File: src/sv/bf3m_cell.sv
`default_nettype none

// One window column, held as the sum of its three pixels.
module bf3m_cell #(
  parameter int unsigned WIDTH = 10
) (
  input  wire logic             clk_i,
  input  wire logic             rst_ni,
  input  wire logic             shift_i,
  input  wire logic [WIDTH-1:0] col_sum_i,
  output logic      [WIDTH-1:0] col_sum_o
);

  logic [WIDTH-1:0] col_sum_q, col_sum_d;

  always_comb begin
    col_sum_d = shift_i ? col_sum_i : col_sum_q;
  end

  always_ff @(posedge clk_i or negedge rst_ni) begin
    if (!rst_ni) begin
      col_sum_q <= '0;
    end else begin
      col_sum_q <= col_sum_d;
    end
  end

  assign col_sum_o = col_sum_q;

endmodule

`default_nettype wire

File: config.mk
export PLATFORM = sky130hd
export DESIGN_NAME = bf3m_cell
export DESIGN_NICKNAME = d
export VERILOG_FILES = /design/src/sv/bf3m_cell.sv
export SDC_FILE = /design/constraint.sdc
export NUM_CORES = 1
export LEC_CHECK = 0
export BUFFER_PORTS_ARGS = -buffer_cell sky130_fd_sc_hd__buf_2
export CORE_AREA = 2 2 39 41
export DETAILED_ROUTE_END_ITERATION = 6
export DIE_AREA = 0 0 41 43
export GPL_ROUTABILITY_DRIVEN = 1
export GPL_TIMING_DRIVEN = 0
export PLACE_DENSITY = 0.63
export SKIP_CTS_REPAIR_TIMING = 1
export SYNTH_ARGS = -nofsm -noshare
export SYNTH_HDL_FRONTEND = slang
export SYNTH_SLANG_ARGS = --single-unit
File: constraint.sdc
create_clock -name clk_i -period 1.07 [get_ports clk_i]
set_clock_uncertainty 0.1 [all_clocks]
set_input_delay 0.214 -clock clk_i [delete_from_list [all_inputs] [get_ports clk_i]]
set_output_delay 0.214 -clock clk_i [all_outputs]
set_load 0.03 [all_outputs]
== After elaboration in Yosys (flattened, before gate mapping) ==
Cells that the tools add are included.

* Flip-flop bits (word level): 10
* Input port bits: 13
* Logic and storage cells: 1

== Longest topological paths before layout ==
* Depth after elaboration: 0
* Gate-level depth with buffers: 2
* Depth with buffers taken out: 1

== Worst setup path after synthesis ==
Ideal clock, no wire load.

* Path type: flip-flop to flip-flop
* Start: reg, netlist name col_sum_o[0]
* End: reg col_sum_q[0], in the netlist col_sum_o[0]
* Library setup time: 0.125 ns
* Arrival time: 0.764 ns
* Setup slack: 0.081 ns
* Cell stages (with the launch flop): 2
* Path buffers: 0
* Cell sequence: dfrtp_1 -> mux2_4

{| class="wikitable"
|+ RTL lines
! what !! line !! source
|-
| end signal, assigned || 24 || <nowiki>col_sum_q <= col_sum_d;</nowiki>
|-
| end, declared || 14 || <nowiki>logic [WIDTH-1:0] col_sum_q, col_sum_d;</nowiki>
|}

== Worst setup path after layout ==
* Start: reg col_sum_q[5], in the netlist col_sum_o[5]
* End: out col_sum_o[5]

{| class="wikitable"
|+ RTL lines
! what !! line !! source
|-
| end, declared || 11 || <nowiki>output logic [WIDTH-1:0] col_sum_o</nowiki>
|}

No word-level cell between the ends.

==> flow_summary.yaml <==
clocking:
  tritoncts: "yes"
  path_clk_slew_ps: 60
  cts_buffers: 3
  clockBufferDepth: 2
  cts.sinks: 10
  cts-root-buf: "clkbuf_4"
  htree_levels: 1
  clk_latency_ps: 260
synth:
  synth_top_family_by_area: "multiplexers"
  mappedNetlistNets: 34
  syn_inst: 21
  avgSynthCellArea_um2: 19.6
  synth_xor_area_frac: 0
  synth_fa_ha_area_frac: 0
  ys_ff_latch: 10
  netlist_area_um2: 412
  synth_compound_area_frac: 0
  synth_cell_types: 3
  synth_mux_area_frac: 0.365
  ys_seq_area_frac: 0.608
  synthSimpleGateAreaFrac: 0
  synth-warning-count: 0
setup_path:
  r2r_cells: 2
  cp.depth: 1
  critPathKind: "register to output port"
  start_kind: "register"
  crit_path_end_kind: "output port"
  critical_path_buf_inv_count: 1
  cp.required_ps: 760
  critPathMaxStageDelay_ps: 400
  cpMaxStageDelayCell: "dfrtp_1"
  arrival_ps: 800
  crit_family: "flip-flops"
  path_max_fanout: 2
  path_cells: "buf_6"
timing:
  clock.fmax_mhz: 898
  tns_ps: -341
  finalSetupViolations: 10
  fin_crit_ps: 1110
  rsz0062_at_grt: "yes"
  layout_setup_ws_ps: -43.3
  period_share: 1.04
  worst_slew_pin_slew_ps: 228
  hold_violations: 0
  drv_slew: 0
  holdWs_ps: 82.9
  relSlewSlack: 0.848
job:
  max_cap_viol_count: 0
global_routing:
  overflow: 0
  grt.total_usage: 0.103
  grt_pass1_vias: 278
  grt_pass1_wl_mm: 1.17
  antenna_found_initial: 0
  grt_max_degree: 11
die:
  coreArea_mm2: 0.00138
  num_rows: 14
  initial_core_util: 0.297
  io_pins: 23
  fp.dieArea_mm2: 0.00176
  die_w_um: 41
  die_y_um: 43
hold_path:
  holdPathStages: 2
  holdCritPathClass: "input pin to register"
route:
  post_drt_wl_per_cell_um: 11.4
  drcViolationCount: 0
  detail-route-antenna-nets: 0
  routed_wl_um: 788
  vias: 300
  viasPerCell: 4.35
  dr.first_iter.drc_count: 0
  dr.pass1.iters: 1
place:
  post-place-ws_ps: 151
  numPortBuffers: 21
  dpl_cell_area_um2: 537
  place_congestion: 0.520
finish:
  largest_register_ff_count: 10
  final_cell_mix: "11 x buf_6, 11 x buf_2, 10 x mux2_4, 10 x dfrtp_1, 7 x buf_4"
  fin_util: 0.495
  nets: 68
  antenna_cells: 0
  syn_to_final_growth_pct: 66.3
  drive_above_1_share: 0.792
  final_cell_area_um2: 684
power:
  internal_power_mw: 0.723
  combPwrFrac: 0.308
  p_leak_nw: 0.361
  p_sw_mw: 0.278
  vdd_drop_max_v: 0.000557
  powerDensity_mw_per_mm2: 1460
  swShare: 0.278
  p_clk_frac: 0.249
  p_seq_frac: 0.443
run_status:
  outcome: "finished with violations"
  violations: "setup timing"
-- Yosys cell counts --
cell type	n	area [um^2]
mux2_4	10	150
buf_6	1	11.3
dfrtp_1	10	250
-- cell type report --
class / instances / area, um^2
Timing Repair Buffer: 29 / 230
Tap cell: 16 / 20.0
Clock buffer: 3 / 22.5
Multi-Input combinational cell: 10 / 150
Sequential cell: 10 / 250
Fill cell: 133 / 699
Buffer: 1 / 11.3
-- power groups by stage --
stage,combinational [mW],sequential (mW),clock [mW]
floorplan,0.0734,0.519,0
global placement,0.222,0.440,0
detailed placement,0.225,0.440,0
CTS,0.225,0.434,0.263
global route,0.329,0.448,0.278
finish,0.308,0.443,0.249
-- metal layers --
metal  GRT usage  vias to the layer above  part of all wire
met3      0.0471                        2              0.10
met4      0.0600                        0             0.018
met1       0.139                      142              0.40
li1            -                      138                 -
met2       0.131                       18              0.48
met5           0                        -                 0
-- logic make-up after synthesis --
kind of cell | Yosys count
multiplexers | 10
flip-flops | 10
buffers and inverters | 1
-- per-stage QoR --
stage               power [mW]  cells
floorplan                0.593     21
CTS                      0.923     61
global placement         0.663     58
detailed placement       0.665     58
global route              1.06     69
finish                    1.00     69
-- path summary, 6_finish.rpt --
path                              start           end  slack (ps)
max                        col_sum_o[5]  col_sum_o[5]         -40
max reg2reg                col_sum_o[5]  col_sum_o[5]          80
min in group asynchronous        rst_ni  col_sum_o[7]         250
min reg2reg                col_sum_o[4]  col_sum_o[4]         440
max in group asynchronous        rst_ni  col_sum_o[3]         430
min                        col_sum_i[5]  col_sum_o[5]          80
Power figures use the tool's default switching activity.
