$ cat src/sv/bf3m_pkg.sv
`default_nettype none

package bf3m_pkg;

  // Defaults for the top-level parameters.
  localparam int unsigned DEF_MAX_WIDTH  = 512;
  localparam int unsigned DEF_PIXEL_BITS = 8;

  // Register widths and reset values.
  localparam int unsigned FW_W  = 10;
  localparam int unsigned FH_W  = 13;
  localparam int unsigned CFG_W = 13;
  localparam int unsigned CFG_IDX_W = 1;
  localparam int unsigned FRAME_WIDTH_RST  = 512;
  localparam int unsigned FRAME_HEIGHT_RST = 384;

  // Position counters.
  localparam int unsigned ROW_W      = 12;
  localparam int unsigned CNT_W      = 13;
  localparam int unsigned MIN_SIZE   = 3;
  localparam int unsigned MAX_HEIGHT = 4096;

  // Window geometry.
  localparam int unsigned WIN_COLS = 3;
  localparam int unsigned DIVISOR  = 9;

  typedef enum logic [CFG_IDX_W-1:0] {
    REG_FRAME_WIDTH  = 1'b0,
    REG_FRAME_HEIGHT = 1'b1
  } bf3m_reg_e;

  // Load enables for the two registered stages of the divider.
  typedef struct packed {
    logic mul_en;
    logic out_en;
  } bf3m_div_ctl_t;

endpackage

`default_nettype wire

$ cat src/sv/bf3m_div9.sv
`default_nettype none

// Division of the window sum by nine: multiply by a scaled reciprocal, then
// fix the quotient, which can come out at most one too low.
module bf3m_div9 #(
  parameter int unsigned PIXEL_BITS = 8
) (
  input  wire logic                          clk_i,
  input  wire bf3m_pkg::bf3m_div_ctl_t       ctl_i,
  input  wire logic [PIXEL_BITS+4-1:0]       sum_i,
  output logic      [PIXEL_BITS-1:0]         mean_o
);
  import bf3m_pkg::*;

  localparam int unsigned SUM_W    = PIXEL_BITS + 4;
  localparam int unsigned RECIP_SH = SUM_W + 4;
  localparam int unsigned RECIP    = (2 ** RECIP_SH) / DIVISOR;
  localparam int unsigned RECIP_W  = RECIP_SH - 3;
  localparam int unsigned PROD_W   = SUM_W + RECIP_W;
  localparam int unsigned Q_W      = SUM_W - 3;

  logic [PROD_W-1:0]     prod_q, prod_d;
  logic [SUM_W-1:0]      sum_q;
  logic [PIXEL_BITS-1:0] mean_q, mean_d;
  logic [Q_W-1:0]        q_est, q_fix;
  logic [SUM_W-1:0]      nine_est, rem;

  always_comb begin
    prod_d   = PROD_W'(sum_i) * PROD_W'(RECIP_W'(RECIP));
    q_est    = prod_q[PROD_W-1:RECIP_SH];
    nine_est = SUM_W'({q_est, 3'b000}) + SUM_W'(q_est);
    rem      = sum_q - nine_est;
    q_fix    = (rem >= SUM_W'(DIVISOR)) ? q_est + Q_W'(1) : q_est;
    mean_d   = q_fix[PIXEL_BITS-1:0];
  end

  always_ff @(posedge clk_i) begin
    if (ctl_i.mul_en) begin
      prod_q <= prod_d;
      sum_q  <= sum_i;
    end
    if (ctl_i.out_en) begin
      mean_q <= mean_d;
    end
  end

  assign mean_o = mean_q;

endmodule

`default_nettype wire

$ cat config.mk
export PLATFORM = sky130hd
export DESIGN_NAME = bf3m_div9
export DESIGN_NICKNAME = d
export VERILOG_FILES = /design/src/sv/bf3m_pkg.sv /design/src/sv/bf3m_div9.sv
export SDC_FILE = /design/constraint.sdc
export NUM_CORES = 1
export LEC_CHECK = 0
export ABC_AREA = 1
export BUFFER_PORTS_ARGS = -buffer_cell sky130_fd_sc_hd__buf_2
export CAP_MARGIN = 20
export CELL_PAD_IN_SITES_DETAIL_PLACEMENT = 1
export CELL_PAD_IN_SITES_GLOBAL_PLACEMENT = 1
export CORE_MARGIN = 3
export CORE_UTILIZATION = 45
export DETAILED_ROUTE_END_ITERATION = 10
export PLACE_DENSITY = 0.8
export RECOVER_POWER = 100
export SLEW_MARGIN = 20
export SYNTH_ARGS = -nofsm -noshare
export SYNTH_HDL_FRONTEND = slang
export SYNTH_SLANG_ARGS = --single-unit
$ cat constraint.sdc
create_clock -name clk_i -period 8 [get_ports clk_i]
set_clock_uncertainty 0.2 [all_clocks]
set_input_delay 2 -clock clk_i [delete_from_list [all_inputs] [get_ports clk_i]]
set_output_delay 2 -clock clk_i [all_outputs]
set_load 0.02 [all_outputs]
Word-level counts from Yosys, hierarchy flattened
Cells that the tools add are included.

word-level totals
  flip-flop bits (word level) = 45
  input bits = 15
  output and inout bits = 8
  word-level logic and storage cells = 9

operators by class
  $add $sub $neg = 3
  multiply operators = 1
  $lt $le $gt $ge = 1
  mux-type cells = 1

operator list
  kind                                                                    number
  12-bit by 13-bit multiplier with 25-bit output, second input constant   1
  12-bit by 9-bit adder with 12-bit output                                1
  12-bit by 4-bit >= comparator with 1-bit output, second input constant  1
  12-bit subtractor                                                       1
  8-bit by 1-bit adder with 8-bit output, second input constant           1
  8-bit 2-to-1 mux                                                        1

Logic depth before layout (Yosys ltp)
  depth after elaboration = 4
  gate-level depth with buffers = 18
  mapped depth without buffers = 18

Worst setup path before layout
No wires, ideal clock.

  path type = input -> register
  from = input sum_i[3]
  to = register prod_q[24] (data pin)
  setup time = 0.261 ns
  arrival = 5.414 ns
  data required time = 7.539 ns
  path slack = 2.125 ns
  stages on the path = 14
  buffers on the path = 0
  cells stage by stage = inv_1 > fa_1 > inv_1 > ha_1 > fa_1 > fa_1 > fa_1 > ha_1 > a21oi_1 > o21ai_0 > o21bai_1 > nand2_1 > nand3_1 > xor2_1

between the ends
  word-level cells in the longest chain between the ends = 1

ends and longest elaborated chain
  what                                            line             source
  from (decl)                                     bf3m_div9.sv:10  input wire logic [PIXEL_BITS+4-1:0] sum_i,
  12-bit by 13-bit multiplier with 25-bit output  bf3m_div9.sv:29  prod_d = PROD_W'(sum_i) * PROD_W'(RECIP_W'(RECIP));
  net prod_d[24]                                  bf3m_div9.sv:22  logic [PROD_W-1:0] prod_q, prod_d;
  to (signal assigned)                            bf3m_div9.sv:39  prod_q <= prod_d;
  to (decl)                                       bf3m_div9.sv:22

The timed path passes the listed nets, and every way through them passes these cells.
A chain may end at the register's enable or synchronous reset.

Worst setup path after layout
  from = input sum_i[10]
  to = register prod_q[24] (data pin)

The elaborated chain is that of the path after synthesis.

==> results_dict.tcl <==
set metrics [dict create \
    outcome "finished clean" \
    synth_common_cells "nand2_1 (122), inv_1 (115), ha_1 (89)" \
    antenna_left 0 \
    finalSetupTns_ps 0 \
    grt.overflow.total 0 \
    postSynthAreaPerCell_um2 8.50 \
    num_antenna_cells 0 \
    critical_path_class "primary input to flop" \
    core_um2 9910 \
    first_global_vias 4038 \
    setup_viol 0 \
    synth_edf_count 29 \
    drv_slew 0 \
    layout.nets 721 \
    hold_ws_ps 486 \
    cp.arrival_ps 6030 \
    top_level_ports 23 \
    ys_seq_area_share_pct 18.8 \
    cts_root_buf "clkbuf_8" \
    maxCapViolCount 0 \
    worstPathMaxFanout 7 \
    firstDrtPassIters 4 \
    postCtsSetupBuffers 0 \
    synthFlopType "edfxtp_1" \
    ys_ff_latch 29 \
    worst_pin_slew_ps 1130 \
    dieArea_um2 11500 \
    clock_sinks 29 \
    fmax_mhz 161 \
    area_growth_pct 6.48 \
    cts_buffers 5 \
    crit_start "sum_i[10]" \
    fin_crit_ps 6200 \
    cp-endpoint "prod_q[24]" \
    worst_setup_path_end_kind "flop" \
    insertion_delay_ps 280 \
    fp.dieW_um 107 \
    rr_endpoint "mean_o[4]" \
    rsz0062_at_grt "false" \
    cts_max_level 2 \
    drt_wl_total_mm 11.4 \
    drc 0 \
    crit_required_ps 7820 \
    r2r_cells 15 \
    yosysUniqueCellTypes 31 \
    drive_above_1_share_pct 3.83 \
    synthesis.nets 692 \
    hold_path_class "flop to flop" \
    grt_pass1_wl_mm 19.5 \
    groute.usage.overall_pct 21.8 \
    r2r_start "prod_q[17]" \
    wl_per_cell_um 16.1 \
    cts_buffer_depth 2 \
    drt_iter0_markers 123 \
    post-route-period-util_pct 77.5 \
    ys_async_sr_fraction_pct 0 \
    cts_tree "done" \
    yosysWarningCount 0 \
    cp-start-kind "primary input" \
    rows 36 \
    hold_violations 0 \
    synth_area_leaders "ha_1 (24%), edfxtp_1 (19%), fa_1 (19%)" \
    nFillCells 1266 \
    r2r_slack_ps 4250 \
    hpwl_mm 10.3 \
    start_util_pct 46.7 \
    yosys.area.top_type "ha_1" \
    synth_cells 545 \
    relSlewSlack_pct 24.5 \
    cts.clk_slew.worst_paths_ps 60 \
    vias_per_cell 5.12 \
    io_buffers 22 \
    postCtsHoldBufs 0 \
    gp_congestion 0.855 \
    grt_max_degree 22 \
    cts_resized 0 \
    vias 3624 \
    yosysTopAreaCellShare_pct 24.0 \
    synth_area_um2 4630 \
    die_height_um 107 \
    antenna_found_initial 0 \
    synth.most_common_cell "nand2_1" \
]
## layout make-up
cell class / instances / area (um2) / area share, %
inverter: 121 / 454 / 9.21
tap: 133 / 166 / 3.37
timing repair buffer: 22 / 82.6 / 1.67
clock inverter: 2 / 10.0 / 0.203
sequential: 29 / 871 / 17.7
multi-input combinational: 395 / 3270 / 66.4
clock buffer: 6 / 72.6 / 1.47
## kinds of logic (layout without fill, tap and decap cells)
family | after synthesis | in the layout | synth area share (%)
AOI/OAI and AO/OA | 41 | 41 | 5.40
adders and majority gates | 132 | 132 | 42.6
and+or+nand+nor | 203 | 203 | 19.8
buffers and inverters | 121 | 151 | 9.81
xor gates and xnor gates | 19 | 19 | 3.59
DFF | 29 | 29 | 18.8
## critical path, stage by stage
cell	delay, ps
clkbuf_1	400
fa_1	510
ha_1	380
fa_1	540
fa_1	530
fa_1	500
ha_1	340
a21oi_1	210
o21ai_0	140
o21bai_1	190
nand2_1	60
nand3_1	70
xor2_1	140
## through the flow
step	util (%)	cell area [um2]	cells	worst slack, ps
2_1_floorplan	-	4630	545	2120
3_3_place_gp	49.5	4910	700	1810
3_5_place_dp	49.5	4910	700	1740
5_1_grt	49.8	4930	708	1600
6_report	49.8	4930	708	1800
4_1_cts	50.4	4990	708	2040
## registers in the layout, summed over array words and instances (netlist names)
| register | flops |
|---|---|
| mean_o | 8 |
| prod_q | 13 |
| sum_q | 8 |
## cells in the final DEF, fill, tap and decap left out
cell      Yosys  layout
a21oi_1      21      21
o31ai_1       1       1
clkbuf_8      0       5
ha_1         89      89
clkinv_1      1       1
xnor2_1       4       4
a211oi_1      1       1
clkinv_2      0       2
nand4_1      16      17
nor2_4        1       1
a21boi_0      1       1
o21a_1        1       1
fa_1         43      43
nor2_2        1       1
a21o_1        4       4
edfxtp_1     29      29
nor3_1        3       3
clkbuf_1      0      23
nand2_2       5       5
or2_2         1       1
nand2_4       1       1
nand2_1     122     122
nand3b_1      4       4
o31ai_4       1       1
nand3_1      22      22
xor2_1       15      15
o21ai_0       7       7
o21bai_1      3       3
nor2_1       25      26
a31oi_1       1       1
inv_2         5       5
inv_1       115     115
## metal layers
layer / global-route usage [%] / up-vias / share of wire (%)
li1: - / 1799 / -
met1: 24.8 / 1768 / 41
met2: 41.8 / 35 / 54
met3: 2.16 / 22 / 1.6
met4: 8.21 / 0 / 3.2
met5: 0 / - / 0
## worst min-delay path by stage
| stage | from | to | slack, ps | cells past startpoint |
|---|---|---|---|---|
| 2_1_floorplan | prod_q[20] | mean_o[4] | 390 | 2 |
| 3_3_place_gp | prod_q[20] | mean_o[4] | 430 | 2 |
| 3_5_place_dp | prod_q[20] | mean_o[4] | 470 | 2 |
| 4_1_cts | prod_q[20] | mean_o[4] | 490 | 2 |
| 5_1_grt | prod_q[17] | mean_o[1] | 560 | 2 |
| 6_report | prod_q[20] | mean_o[4] | 490 | 2 |
Power is not shown: default switching activity piles up to over one toggle a cycle in this logic, so the estimate is an artifact.
